<file path="src/sv/bbls_pkg.sv">
`timescale 1ns / 1ps
// bbls_pkg: shared constants, codes and types of the black level subtract block
// no dependencies; imported by every module of the block

package bbls_pkg;

   // storage and datapath sizes
   localparam int TILE_DEPTH   = 64;
   localparam int SAMPLE_BITS  = 16;
   localparam int TILE_AW      = (TILE_DEPTH > 1) ? $clog2(TILE_DEPTH) : 1;
   localparam int TILE_MAX     = 8;
   localparam int PHASE_W      = 3;
   localparam int SIZE_W       = 4;
   localparam int ENTRY_W      = PHASE_W + SIZE_W;
   localparam int VALUE_W      = 16;
   localparam int SAMPLE_PORT_W = 16;
   localparam int INDEX_W      = 6;
   localparam int CFA_W        = 8;
   localparam int BLACK_W      = VALUE_W + 1;
   localparam int TOTAL_W      = VALUE_W + 2;
   localparam int OUT_W        = 18;
   localparam int CSR_INDEX_W  = 4;
   localparam int CSR_DATA_W   = 16;

   // queue between front and back, depth a power of two
   localparam int QUEUE_DEPTH  = 4;
   localparam int QUEUE_AW     = $clog2(QUEUE_DEPTH);
   // pixels that can be in flight: queue, read stage, output register
   localparam int PIPE_SLOTS   = QUEUE_DEPTH + 2;

   typedef enum logic [1:0] {
      COLOR_RED   = 2'd0,
      COLOR_GREEN = 2'd1,
      COLOR_BLUE  = 2'd2,
      COLOR_NONE  = 2'd3
   } color_type;

   typedef enum logic [CSR_INDEX_W-1:0] {
      CSR_BLACK_BASE  = 4'd0,
      CSR_BLACK_RED   = 4'd1,
      CSR_BLACK_GREEN = 4'd2,
      CSR_BLACK_BLUE  = 4'd3,
      CSR_WHITE_LIMIT = 4'd4,
      CSR_CFA_PATTERN = 4'd5,
      CSR_TILE_ROWS   = 4'd6,
      CSR_TILE_COLS   = 4'd7
   } csr_index_type;

   typedef struct packed {
      logic [VALUE_W-1:0] black_base;
      logic [VALUE_W-1:0] black_red;
      logic [VALUE_W-1:0] black_green;
      logic [VALUE_W-1:0] black_blue;
      logic [VALUE_W-1:0] white_limit;
      logic [CFA_W-1:0]   cfa_pattern;
      logic [SIZE_W-1:0]  tile_rows;
      logic [SIZE_W-1:0]  tile_cols;
   } cfg_type;

   // one classified item travelling from front to back
   typedef struct packed {
      logic                   is_load;
      logic [SAMPLE_BITS-1:0] sample;
      logic [BLACK_W-1:0]     black;
      logic                   tile_en;
      logic                   tile_ok;
      logic [TILE_AW-1:0]     tile_addr;
      logic [VALUE_W-1:0]     tile_value;
   } work_type;

endpackage

</file>
<file path="src/sv/bbls_front.sv">
`timescale 1ns / 1ps
// bbls_front: accepts items, tracks cfa and tile phases, forms color black and tile address
// depends on bbls_pkg

module bbls_front import bbls_pkg::*; (
   input  logic                     clock,
   input  logic                     reset,
   input  cfg_type                  cfg,
   input  logic                     req_valid,
   output logic                     req_ready,
   input  logic                     req_func,
   input  logic                     req_frame_start,
   input  logic                     req_row_start,
   input  logic [SAMPLE_PORT_W-1:0] req_sample,
   input  logic [INDEX_W-1:0]       req_tile_index,
   input  logic [VALUE_W-1:0]       req_tile_value,
   output logic                     push_valid,
   input  logic                     push_ready,
   output work_type                 push_entry
);

   function automatic logic [SIZE_W-1:0] eff_size(input logic [SIZE_W-1:0] size);
      return (size > SIZE_W'(TILE_MAX)) ? SIZE_W'(TILE_MAX) : size;
   endfunction

   function automatic logic [PHASE_W-1:0] next_phase(input logic [PHASE_W-1:0] ph,
                                                     input logic [SIZE_W-1:0]  size);
      logic [SIZE_W-1:0] inc;
      inc = {1'b0, ph} + SIZE_W'(1);
      return (inc >= size) ? '0 : PHASE_W'(inc);
   endfunction

   function automatic logic [PHASE_W-1:0] used_phase(input logic [PHASE_W-1:0] ph,
                                                     input logic [SIZE_W-1:0]  size);
      return ({1'b0, ph} < size) ? ph : '0;
   endfunction

   logic [PHASE_W-1:0] row_phase_ff, row_phase_in;
   logic [PHASE_W-1:0] col_phase_ff, col_phase_in;
   logic               row_par_ff, row_par_in;
   logic               col_par_ff, col_par_in;

   logic [SIZE_W-1:0]  rows, cols;
   logic               accept;
   logic [PHASE_W-1:0] cur_row, cur_col;
   logic               cur_rp, cur_cp;
   color_type          code;
   logic [VALUE_W-1:0] color_black;
   logic [ENTRY_W-1:0] entry;
   logic               tile_en;

   assign req_ready  = push_ready;
   assign push_valid = req_valid;
   assign accept     = req_valid && push_ready;

   assign rows    = eff_size(cfg.tile_rows);
   assign cols    = eff_size(cfg.tile_cols);
   assign tile_en = (rows != '0) && (cols != '0);

   // phases seen by this pixel
   always_comb begin
      if (req_frame_start) begin
         cur_row = '0;
         cur_col = '0;
         cur_rp  = 1'b0;
         cur_cp  = 1'b0;
      end else if (req_row_start) begin
         cur_row = next_phase(row_phase_ff, rows);
         cur_col = '0;
         cur_rp  = ~row_par_ff;
         cur_cp  = 1'b0;
      end else begin
         cur_row = row_phase_ff;
         cur_col = col_phase_ff;
         cur_rp  = row_par_ff;
         cur_cp  = col_par_ff;
      end
   end

   assign code = color_type'(cfg.cfa_pattern[{cur_rp, cur_cp, 1'b0} +: 2]);

   always_comb begin
      case (code)
         COLOR_RED:   color_black = cfg.black_red;
         COLOR_GREEN: color_black = cfg.black_green;
         COLOR_BLUE:  color_black = cfg.black_blue;
         default:     color_black = '0;
      endcase
   end

   assign entry = ENTRY_W'(used_phase(cur_row, rows)) * ENTRY_W'(cols)
                + ENTRY_W'(used_phase(cur_col, cols));

   always_comb begin
      push_entry.is_load    = req_func;
      push_entry.sample     = req_sample[SAMPLE_BITS-1:0];
      push_entry.black      = BLACK_W'(cfg.black_base) + BLACK_W'(color_black);
      push_entry.tile_value = req_tile_value;
      if (req_func) begin
         push_entry.tile_en   = 1'b0;
         push_entry.tile_ok   = (32'(req_tile_index) < 32'(TILE_DEPTH));
         push_entry.tile_addr = TILE_AW'(req_tile_index);
      end else begin
         push_entry.tile_en   = tile_en;
         push_entry.tile_ok   = tile_en && (32'(entry) < 32'(TILE_DEPTH));
         push_entry.tile_addr = TILE_AW'(entry);
      end
   end

   always_comb begin
      row_phase_in = row_phase_ff;
      col_phase_in = col_phase_ff;
      row_par_in   = row_par_ff;
      col_par_in   = col_par_ff;
      if (accept && !req_func) begin
         row_phase_in = cur_row;
         row_par_in   = cur_rp;
         col_phase_in = next_phase(cur_col, cols);
         col_par_in   = ~cur_cp;
      end
   end

   always_ff @(posedge clock) begin
      if (reset) begin
         row_phase_ff <= '0;
         col_phase_ff <= '0;
         row_par_ff   <= 1'b0;
         col_par_ff   <= 1'b0;
      end else begin
         row_phase_ff <= row_phase_in;
         col_phase_ff <= col_phase_in;
         row_par_ff   <= row_par_in;
         col_par_ff   <= col_par_in;
      end
   end

endmodule

</file>
<file path="src/sv/bbls_queue.sv">
`timescale 1ns / 1ps
// bbls_queue: short fifo of classified items between front and back
// depends on bbls_pkg

module bbls_queue import bbls_pkg::*; (
   input  logic     clock,
   input  logic     reset,
   input  logic     push_valid,
   output logic     push_ready,
   input  work_type push_entry,
   output logic     pop_valid,
   input  logic     pop_ready,
   output work_type pop_entry
);

   work_type            slot_ff [QUEUE_DEPTH];
   logic [QUEUE_AW-1:0] wr_ptr_ff, wr_ptr_in;
   logic [QUEUE_AW-1:0] rd_ptr_ff, rd_ptr_in;
   logic [QUEUE_AW:0]   count_ff, count_in;
   logic                push, pop;

   assign push_ready = (count_ff != (QUEUE_AW + 1)'(QUEUE_DEPTH));
   assign pop_valid  = (count_ff != '0);
   assign pop_entry  = slot_ff[rd_ptr_ff];
   assign push       = push_valid && push_ready;
   assign pop        = pop_valid && pop_ready;

   always_comb begin
      wr_ptr_in = push ? wr_ptr_ff + QUEUE_AW'(1) : wr_ptr_ff;
      rd_ptr_in = pop  ? rd_ptr_ff + QUEUE_AW'(1) : rd_ptr_ff;
      count_in  = count_ff;
      if (push && !pop) begin
         count_in = count_ff + (QUEUE_AW + 1)'(1);
      end else if (pop && !push) begin
         count_in = count_ff - (QUEUE_AW + 1)'(1);
      end
   end

   always_ff @(posedge clock) begin
      if (reset) begin
         wr_ptr_ff <= '0;
         rd_ptr_ff <= '0;
         count_ff  <= '0;
      end else begin
         wr_ptr_ff <= wr_ptr_in;
         rd_ptr_ff <= rd_ptr_in;
         count_ff  <= count_in;
      end
   end

   always_ff @(posedge clock) begin
      if (push) begin
         slot_ff[wr_ptr_ff] <= push_entry;
      end
   end

endmodule

</file>
<file path="src/sv/bbls_back.sv">
`timescale 1ns / 1ps
// bbls_back: tile memory, tile read stage, clamp and subtract into the output register
// depends on bbls_pkg

module bbls_back import bbls_pkg::*; (
   input  logic                    clock,
   input  logic                    reset,
   input  cfg_type                 cfg,
   input  logic                    pop_valid,
   output logic                    pop_ready,
   input  work_type                pop_entry,
   output logic                    rsp_valid,
   input  logic                    rsp_ready,
   output logic signed [OUT_W-1:0] rsp_pixel_out
);

   logic [VALUE_W-1:0] tile_mem_ff [TILE_DEPTH];

   // read stage
   logic                   a_vld_ff, a_vld_in;
   logic [SAMPLE_BITS-1:0] a_sample_ff;
   logic [BLACK_W-1:0]     a_black_ff;
   logic                   a_tile_en_ff;
   logic                   a_tile_ok_ff;
   logic [VALUE_W-1:0]     a_tile_ff;

   // output register
   logic                    out_vld_ff, out_vld_in;
   logic signed [OUT_W-1:0] pixel_out_ff;

   logic               out_en, a_free, pop;
   logic [VALUE_W-1:0] tile_add;
   logic [TOTAL_W-1:0] total, total_clamped;
   logic [OUT_W-1:0]   diff;

   assign out_en    = !out_vld_ff || rsp_ready;
   assign a_free    = !a_vld_ff || out_en;
   assign pop_ready = a_free;
   assign pop       = pop_valid && a_free;

   assign a_vld_in   = a_free ? (pop && !pop_entry.is_load) : a_vld_ff;
   assign out_vld_in = out_en ? a_vld_ff : out_vld_ff;

   always_ff @(posedge clock) begin
      if (reset) begin
         a_vld_ff   <= 1'b0;
         out_vld_ff <= 1'b0;
      end else begin
         a_vld_ff   <= a_vld_in;
         out_vld_ff <= out_vld_in;
      end
   end

   // loads write, pixels read with a registered read port
   always_ff @(posedge clock) begin
      if (pop && pop_entry.is_load && pop_entry.tile_ok) begin
         tile_mem_ff[pop_entry.tile_addr] <= pop_entry.tile_value;
      end
      if (pop && !pop_entry.is_load) begin
         a_tile_ff    <= tile_mem_ff[pop_entry.tile_addr];
         a_sample_ff  <= pop_entry.sample;
         a_black_ff   <= pop_entry.black;
         a_tile_en_ff <= pop_entry.tile_en;
         a_tile_ok_ff <= pop_entry.tile_ok;
      end
   end

   assign tile_add = a_tile_ok_ff ? a_tile_ff : '0;
   assign total    = TOTAL_W'(a_black_ff) + TOTAL_W'(tile_add);

   always_comb begin
      total_clamped = total;
      if (a_tile_en_ff && (total > TOTAL_W'(cfg.white_limit))) begin
         total_clamped = TOTAL_W'(cfg.white_limit);
      end
   end

   assign diff = OUT_W'(a_sample_ff) - OUT_W'(total_clamped);

   always_ff @(posedge clock) begin
      if (out_en && a_vld_ff) begin
         pixel_out_ff <= signed'(diff);
      end
   end

   assign rsp_valid     = out_vld_ff;
   assign rsp_pixel_out = pixel_out_ff;

endmodule

</file>
<file path="src/sv/bayer_black_level_subtract.sv">
`timescale 1ns / 1ps
// bayer_black_level_subtract: top level, config registers and front/queue/back wiring
// depends on bbls_pkg, bbls_front, bbls_queue, bbls_back
//
//   channel   ports                      direction   moves
//   req       req_valid / req_ready      in          pixel item or tile load item
//   rsp       rsp_valid / rsp_ready      out         one signed result per pixel item
//   csr       csr_valid / csr_ready      in          register index and write data
//
// one item per clock sustained while rsp is ready; a pixel passes a queue slot, then the
// tile memory read stage, then the output register before it shows on rsp; a tile load
// writes the memory when it leaves the queue and gives no result
// the tile memory has one write and one read port, shared in item order, which sets the rate
// reset clears phases, queue and pipeline valids and resets the registers; tile entries hold
// whatever was last loaded
// a stalled rsp holds the result while req keeps filling the queue; req_ready drops
// only when the queue is full

module bayer_black_level_subtract import bbls_pkg::*; (
   input  logic                     clock,
   input  logic                     reset,
   // item input
   input  logic                     req_valid,
   output logic                     req_ready,
   input  logic                     req_func,
   input  logic                     req_frame_start,
   input  logic                     req_row_start,
   input  logic [SAMPLE_PORT_W-1:0] req_sample,
   input  logic [INDEX_W-1:0]       req_tile_index,
   input  logic [VALUE_W-1:0]       req_tile_value,
   // result output
   output logic                     rsp_valid,
   input  logic                     rsp_ready,
   output logic signed [OUT_W-1:0]  rsp_pixel_out,
   // register writes
   input  logic                     csr_valid,
   output logic                     csr_ready,
   input  logic [CSR_INDEX_W-1:0]   csr_index,
   input  logic [CSR_DATA_W-1:0]    csr_wdata
);

   cfg_type  cfg_ff, cfg_in;
   logic     push_valid, push_ready;
   work_type push_entry;
   logic     pop_valid, pop_ready;
   work_type pop_entry;

   // register writes are always taken
   assign csr_ready = 1'b1;

   always_comb begin
      cfg_in = cfg_ff;
      if (csr_valid) begin
         case (csr_index)
            CSR_BLACK_BASE:  cfg_in.black_base  = csr_wdata[VALUE_W-1:0];
            CSR_BLACK_RED:   cfg_in.black_red   = csr_wdata[VALUE_W-1:0];
            CSR_BLACK_GREEN: cfg_in.black_green = csr_wdata[VALUE_W-1:0];
            CSR_BLACK_BLUE:  cfg_in.black_blue  = csr_wdata[VALUE_W-1:0];
            CSR_WHITE_LIMIT: cfg_in.white_limit = csr_wdata[VALUE_W-1:0];
            CSR_CFA_PATTERN: cfg_in.cfa_pattern = csr_wdata[CFA_W-1:0];
            CSR_TILE_ROWS:   cfg_in.tile_rows   = csr_wdata[SIZE_W-1:0];
            CSR_TILE_COLS:   cfg_in.tile_cols   = csr_wdata[SIZE_W-1:0];
            default:         cfg_in = cfg_ff;
         endcase
      end
   end

   // everything resets to zero except the white limit, which opens fully
   always_ff @(posedge clock) begin
      if (reset) begin
         cfg_ff <= '{white_limit: '1, default: '0};
      end else begin
         cfg_ff <= cfg_in;
      end
   end

   // front: phase tracking and classification
   bbls_front u_front (
      .clock           (clock),
      .reset           (reset),
      .cfg             (cfg_ff),
      .req_valid       (req_valid),
      .req_ready       (req_ready),
      .req_func        (req_func),
      .req_frame_start (req_frame_start),
      .req_row_start   (req_row_start),
      .req_sample      (req_sample),
      .req_tile_index  (req_tile_index),
      .req_tile_value  (req_tile_value),
      .push_valid      (push_valid),
      .push_ready      (push_ready),
      .push_entry      (push_entry)
   );

   // queue decouples the two sides
   bbls_queue u_queue (
      .clock      (clock),
      .reset      (reset),
      .push_valid (push_valid),
      .push_ready (push_ready),
      .push_entry (push_entry),
      .pop_valid  (pop_valid),
      .pop_ready  (pop_ready),
      .pop_entry  (pop_entry)
   );

   // back: tile memory, clamp, subtract, output register
   bbls_back u_back (
      .clock         (clock),
      .reset         (reset),
      .cfg           (cfg_ff),
      .pop_valid     (pop_valid),
      .pop_ready     (pop_ready),
      .pop_entry     (pop_entry),
      .rsp_valid     (rsp_valid),
      .rsp_ready     (rsp_ready),
      .rsp_pixel_out (rsp_pixel_out)
   );

endmodule

</file>
<file path="config.mk">
export PLATFORM = sky130hd
export DESIGN_NAME = bayer_black_level_subtract
export DESIGN_NICKNAME = d
export VERILOG_FILES = /design/src/sv/bbls_pkg.sv /design/src/sv/bbls_front.sv /design/src/sv/bbls_queue.sv /design/src/sv/bbls_back.sv /design/src/sv/bayer_black_level_subtract.sv
export SDC_FILE = /design/constraint.sdc
export NUM_CORES = 2
export LEC_CHECK = 0
export ABC_AREA = 1
export BUFFER_PORTS_ARGS = -buffer_cell sky130_fd_sc_hd__buf_2
export CAP_MARGIN = 20
export CORE_ASPECT_RATIO = 1.1
export CORE_MARGIN = 1.5
export CORE_UTILIZATION = 50
export CTS_BUF_LIST = sky130_fd_sc_hd__clkbuf_2
export CTS_CLUSTER_DIAMETER = 80
export CTS_CLUSTER_SIZE = 8
export DETAILED_ROUTE_END_ITERATION = 10
export HOLD_SLACK_MARGIN = 0.05
export PLACE_DENSITY = 0.72
export SLEW_MARGIN = 20
export SYNTH_ARGS = -nofsm -noshare
export SYNTH_HDL_FRONTEND = slang
export SYNTH_HIERARCHICAL = 1
export SYNTH_SLANG_ARGS = --single-unit
</file>
<file path="constraint.sdc">
create_clock -name clock -period 6 [get_ports clock]
set_input_delay 0.9 -clock clock [delete_from_list [all_inputs] [get_ports clock]]
set_output_delay 0.9 -clock clock [all_outputs]
set_load 0.02 [all_outputs]
</file>
Word level (Yosys, flattened, before mapping). Memories as Yosys holds them, arrays and structs flattened. A register that Yosys moved wholly into a read port is not among the register bits. Index checks and enable logic that the tools add are counted.

Flip-flop bits (word level): 166. RAM bits: 1256. Input bits: 66. Output and inout port bits: 21. Memories kept: 2.

Add/sub/neg operators: 10. $mul: 1. Order comparisons: 8. Equal/unequal tests: 10. Shifts and indexed selects: 1. Muxes and demuxes: 26. Bitwise operators: 2. Reduce and logical (&&, ||, !) cells: 34.

Memory list: u_back.tile_mem_ff (words 64, width 16, read ports 1, clocked after Yosys merged registers in 1, wr ports 1, RTL line bbls_back.sv:17) `logic [VALUE_W-1:0] tile_mem_ff [TILE_DEPTH];`; u_queue.slot_ff (words 4, width 58, read ports 1, clocked after Yosys merged registers in 1, wr ports 1, RTL line bbls_queue.sv:16) `work_type slot_ff [QUEUE_DEPTH];`.

Operators by type and width (number): $pmux 16 s3 (1); $mux 3 (10); $add 17x16->18 (1); $gt 18x16->1 (1); $mux 18 (1); $sub 16x18->18 (1); $add 16x16->17 (1); $eq 4x3->1 const B (4); $mux 16 (1); $reduce_and 2->1 (8); $logic_and 1x1->1 (12); $add 3x1->4 const B (2); $eq 4x2->1 const B (2); $ge 4x4->1 (2); $gt 4x4->1 const B (2); $lt 3x4->1 (2); $mux 1 (8); $mux 4 (2); $mux 8 (1); $reduce_bool 4->1 (2); $shiftx 8x4->2 (1); $add 7x3->7 (1); $lt 7x7->1 const B (1); $mul 3x4->7 (1); 15 further kinds (24).

Depth between registers and ports, before layout.
Depth after elaboration: 13. Depth in mapped cells: 41. Depth with buffers taken out: 39.

Modules after synthesis. Netlist, hierarchy kept.

Modules (own cells, without submodules): bbls_back (instances 1, cells an instance 3125, area each 42763.5 um^2, seq. area each 32861.5 um^2); bbls_queue (instances 1, cells an instance 629, area each 9148.8 um^2, seq. area each 7146.9 um^2); bayer_black_level_subtract (instances 1, cells an instance 567, area each 3831.2 um^2, seq. area each 1921.8 um^2); bbls_front (instances 1, cells an instance 438, area each 2721.4 um^2, seq. area each 160.2 um^2).

Least setup slack after synthesis. OpenSTA, ideal clock, no wires.

Path type: reg-to-reg. Start: register u_back.a_tile_ok_ff. End: register u_back.pixel_out_ff[16] (netlist: u_back/rsp_pixel_out[16]), data pin. Setup time: 0.259 ns. Data arrival time: 4.992 ns. Required time: 5.741 ns. Path slack: 0.750 ns. Stages on the path, launching flop included: 35. Path buffers: 3. Cells stage by stage: edfxtp_1 > clkbuf_1 > clkbuf_1 > nand2_1 > inv_1 > ha_1 > nand2_1 > o21ai_0 > nand2_1 > o21ai_0 > nand2_1 > nand2_1 > nand2_1 > nand2_1 > inv_1 > ha_1 > a21oi_1 > nor2_1 > a211oi_1 > nand2_1 > nand2_1 > nand2_1 > nand2_1 > nand2_2 > buf_2 > nand3_1 > nand2_1 > ha_1 > fa_1 > o21ai_0 > a21oi_1 > o21ai_0 > nand3_1 > nand4_1 > xor2_1.

Word-level cells in the longest chain between the ends: 6.

RTL lines: from (decl) (RTL line bbls_back.sv:24) `logic a_tile_ok_ff;`; from (signal assigned) (RTL line bbls_back.sv:64) `a_tile_ok_ff <= pop_entry.tile_ok;`; $mux 16 * (RTL line bbls_back.sv:68) `assign tile_add = a_tile_ok_ff ? a_tile_ff : '0;`; $add 17x16->18 * (RTL line bbls_back.sv:69) `assign total = TOTAL_W'(a_black_ff) + TOTAL_W'(tile_add);`; $gt 18x16->1 (RTL line bbls_back.sv:73) `if (a_tile_en_ff && (total > TOTAL_W'(cfg.white_limit))) begin`; $logic_and 1x1->1 (RTL line bbls_back.sv:73); $mux 18 * (RTL line bbls_back.sv:73); $sub 16x18->18 * (RTL line bbls_back.sv:78) `assign diff = OUT_W'(a_sample_ff) - OUT_W'(total_clamped);`; net u_back.diff[16] (RTL line bbls_back.sv:34) `logic [OUT_W-1:0] diff;`; to (signal assigned) (RTL line bbls_back.sv:82) `pixel_out_ff <= signed'(diff);`; to (decl) (RTL line bbls_back.sv:29) `logic signed [OUT_W-1:0] pixel_out_ff;`.

The timed path passes the listed nets; every way through them passes the cells marked *. A chain may end at the register's enable or synchronous reset.

Worst setup path after layout. Same ends and word-level chain as after synthesis.

==> reports/results.tsv <==
stage	metric	value	unit
synthesis	Synth area leaders	sky130_fd_sc_hd__edfxtp_1, sky130_fd_sc_hd__nand2_1, sky130_fd_sc_hd__dfxtp_1	
setup_path	CP max stage cell	sky130_fd_sc_hd__edfxtp_1	
placed_design	routability cong.	0.901	
die	Total Die Area	119000	um^2
synthesis	dominant register cell in the synthesized netlist	sky130_fd_sc_hd__edfxtp_1	
die	total I/O pin count	87	
clock_tree	TritonCTS clock tree	built	
global_route	initial antenna violation count	5	
synthesis	proportion of netlist area held by the largest area contributor	0.681	
synthesis	number of nets in the synthesized netlist	4929	
timing	Tcrit/Tclk final	0.911	
timing	worst-case headroom to the max-slew limit	0.219	
synthesis	synth warn	6	
clock_tree	source-to-sink clock delay at the later pin of the worst-skew pair	1.70	ns
setup_path	worst endpoint required time	7.38	ns
power	Psw	13.3	mW
synthesis	Synth Area in Simple Gates	0.141	
routing	routed wire length	151000	um
clock_tree	clock transition at the registers of the reported paths	0.16	ns
routing	post-detailed-route DRC marker count	64	
synthesis	largest family of logic cells by synthesized area	simple AND/OR/NAND/NOR gates	
timing	WHS	0.250	ns
synthesis	post-synthesis instance area	58500	um^2
timing	total count of hold-check failures in the final report	0	
placed_design	number of port buffers	85	
clock_tree	Clock Sink Count	1440	
timing	time the worst path needs with I/O delays and setup	5.47	ns
synthesis	dominant cell by count in the synthesized netlist	sky130_fd_sc_hd__edfxtp_1	
timing	Final TNS setup	0	ns
status	result of the run	finished with violations	
setup_path	startpoint-to-endpoint class of the critical path	register to register	
setup_path	launch point of the worst path	u_back/a_tile_ok_ff$_DFFE_PP_	
global_route	first-pass GRT wire length	224000	um
routing	routed length per instance	22.6	um
setup_path	register-to-register path setup slack	0.53	ns
global_route	number of global-route vias before repair	37000	
power	Pint	18.3	mW
setup_path	Critical Path End	u_back/rsp_pixel_out[16]$_DFFE_PP_	
synthesis	adder-cell area share of the yosys netlist	0.0233	
setup_path	kind of capture point of the worst setup path	register	
synthesis	synth cell count leaders	sky130_fd_sc_hd__edfxtp_1, sky130_fd_sc_hd__nand2_1, sky130_fd_sc_hd__nor2_1	
synthesis	sequential area share after synthesis	0.720	
global_route	pin count of the biggest net entering global routing	97	
synthesis	mean instance size in the synthesized netlist	12.3	um^2
die	number of rows in the core area	131	
placed_design	Post-DP HPWL	88400	um
synthesis	register bit total from synthesis	1440	
placed_design	dpl ws	0.150	ns
clock_tree	Root Driver	sky130_fd_sc_hd__clkbuf_2	
die	Initial Util	0.504	
finish	layout cells sized above 1	0.110	
global_route	total congestion overflow after global routing	0	
setup_path	launch point of the worst reg-to-reg path	u_back/a_tile_ok_ff$_DFFE_PP_	
timing	number of endpoints failing setup at the final stage	0	
die	core region area	116000	um^2
finish	Net count, final	5276	
min_path	worst min-delay path class	primary input to register	
power	Lkg Pwr	23.8	nW
synthesis	xor/xnor share of the synthesized area	0.00644	
clock_tree	number of buffers created by CTS	198	
synthesis	cell accounting for the most synthesized area	sky130_fd_sc_hd__edfxtp_1	
finish	relative area change from synthesis to final layout	9.22	%
power	PwrDens	495	nW/um^2
routing	total via count in the routed design	38500	
setup_path	CP max stage delay	0.50	ns
power	maximum ir drop on the vdd rail	0.000402	V
timing	fin worst setup slack	0.534	ns
timing	Max Clock Freq	183	MHz
setup_path	Max Fanout on Critical Path	17	
power	power share of the sequential group	0.438	
power	share of total power in combinational logic	0.429	
clock_tree	Max Root-Sink Buffers	3	
finish	final core occ	0.550	
synthesis	distinct cell type count after synthesis	63	
setup_path	element type at the critical path start	register	
timing	Max Transition Viols Final	0	
setup_path	depth of the worst register-to-register path	34	
status	failing checks	DRC	
synthesis	share of synthesized area spent on multiplexers	0	
setup_path	Most Frequent Cell on Critical Path	sky130_fd_sc_hd__nand2_1	
setup_path	worst flop-to-flop path endpoint	u_back/rsp_pixel_out[16]$_DFFE_PP_	
synthesis	number of enable flip-flop cells after synthesis	1325	
routing	Iteration-0 DRC Markers	4385	
routing	Routed Antenna Nets	0	
power	relative contribution of the clock network to total power	0.133	
timing	unrepaired setup endpoints after global routing	false	
routing	drt first pass iters	10	
synthesis	cell count after synthesis	4759	
timing	transition time of the tightest slew-check pin	1.17	ns
die	Die Span Y	362	um
die	width of the die	329	um
synthesis	proportion of register bits with asynchronous set or reset after synthesis	0	
run	max cap viols	0	
power	fraction of power spent switching nets	0.421	
global_route	Tot GR Track Use	0.252	
timing	Post-Route Skew	0.114	ns
setup_path	worst path arrival time	6.84	ns
clock_tree	number of buffers added for setup after CTS	0	
clock_tree	H-Tree Depth	4	
routing	Avg Vias per Cell	5.75	
synthesis	post-synthesis compound-gate area fraction	0.0702	
[cell type report]
cell class              instances  area, um^2
inverters                     274        1060
repair buffers                374        3090
clock buffers                 225        1130
fillers                      9475       52200
flip-flops and latches       1440       42100
diodes                         12        30.0
well taps                    1529        1910
clock inverters                15         130
multi-input cells            2818       14400
[worst max-delay path: cells and delay by family, from the launching register on]
kind	cells	cell delay (ns)
flops	1	0.50
buf+inv	2	0.10
fa+ha+maj	4	1.22
xor+xnor	1	0.06
compound gates	6	1.37
simple gates	21	1.90
[stage by stage]
| step | total power [mW] | instance area, um^2 | std cells |
|---|---|---|---|
| global placement | 27.1 | 61200 | 6295 |
| global route | 33.3 | 63800 | 6678 |
| CTS | 31.6 | 63800 | 6675 |
| detailed placement | 27.4 | 61200 | 6295 |
| finish | 31.6 | 63900 | 6687 |
| floorplan | 22.2 | 58500 | 4759 |
[sequential cells by signal, indices dropped and copies added, names as in the netlist, 3 cells and up, named ones only]
name	count
u_back/a_tile_ff	16
u_back/tile_mem_ff	1024
u_queue/count_ff	3
cfg_ff	96
u_back/a_black_ff	17
u_queue/slot_ff	232
u_back/a_sample_ff	16
u_front/row_phase_ff	3
u_front/col_phase_ff	3
u_back/rsp_pixel_out	18
[kinds of logic (layout without fill, tap and decap cells)]
kind of cell | Yosys count | in the layout
adder cells (fa/ha/maj) | 104 | 104
flip-flops | 1440 | 1440
XOR/XNOR | 43 | 43
AO/OA/AOI/OAI | 639 | 639
AND/OR/NAND/NOR | 2031 | 2031
other | 1 | 13
buffers and inverters | 501 | 888
[how the worst min path moves through the flow]
| stage | from | to | slack, ns | cells after the start |
|---|---|---|---|---|
| final | req_func | u_queue/slot_ff[0][57]$_DFFE_PP_ | 0.25 | 2 |
| after global routing | req_func | u_queue/slot_ff[0][57]$_DFFE_PP_ | 0.16 | 2 |
| after CTS | req_func | u_queue/slot_ff[0][57]$_DFFE_PP_ | 0.05 | 2 |
| after detailed placement | cfg_ff[26]$_SDFFE_PP1P_ | cfg_ff[26]$_SDFFE_PP1P_ | 0.45 | 2 |
| after global placement | cfg_ff[22]$_SDFFE_PP1P_ | cfg_ff[22]$_SDFFE_PP1P_ | 0.44 | 2 |
| after floorplan | cfg_ff[18]$_SDFFE_PP1P_ | cfg_ff[18]$_SDFFE_PP1P_ | 0.43 | 2 |
[power groups by stage]
stage	clock network, mW	registers, mW	logic [mW]
after floorplan	0	14.1	8.07
after global placement	0	14.0	13.1
after detailed placement	0	14.1	13.3
after CTS	4.31	13.8	13.4
after global routing	4.68	13.9	14.7
final	4.21	13.8	13.6
[per-layer routing]
layer	routed length, um	track usage
met5	25	0
met1	59500	0.344
met4	5290	0.0970
met2	71000	0.402
met3	15000	0.0447
[cell usage in the layout (no fill, tap or decap), types with 32 or more instances in the layout]
cell                            count
sky130_fd_sc_hd__nand4_1          103
sky130_fd_sc_hd__buf_4            137
sky130_fd_sc_hd__buf_2             86
sky130_fd_sc_hd__edfxtp_1        1325
sky130_fd_sc_hd__a22o_1            40
sky130_fd_sc_hd__inv_1            252
sky130_fd_sc_hd__o22ai_1           40
sky130_fd_sc_hd__dlygate4sd3_1    139
sky130_fd_sc_hd__clkbuf_2         225
sky130_fd_sc_hd__a22oi_1           97
sky130_fd_sc_hd__nand3_1          144
sky130_fd_sc_hd__ha_1              96
sky130_fd_sc_hd__a221oi_1          77
sky130_fd_sc_hd__a21oi_1          122
sky130_fd_sc_hd__nand2_1         1272
sky130_fd_sc_hd__xor2_1            32
sky130_fd_sc_hd__nor2_1           449
sky130_fd_sc_hd__dfxtp_1          113
sky130_fd_sc_hd__o21ai_0          183
[what timing repair did]
action,CTS,global route
endpoints found under the setup margin,0,8
hold endpoints to repair,359,0
gates resized for setup,0,5
hold buffers,140,0
Power figures use the tool's default switching activity.
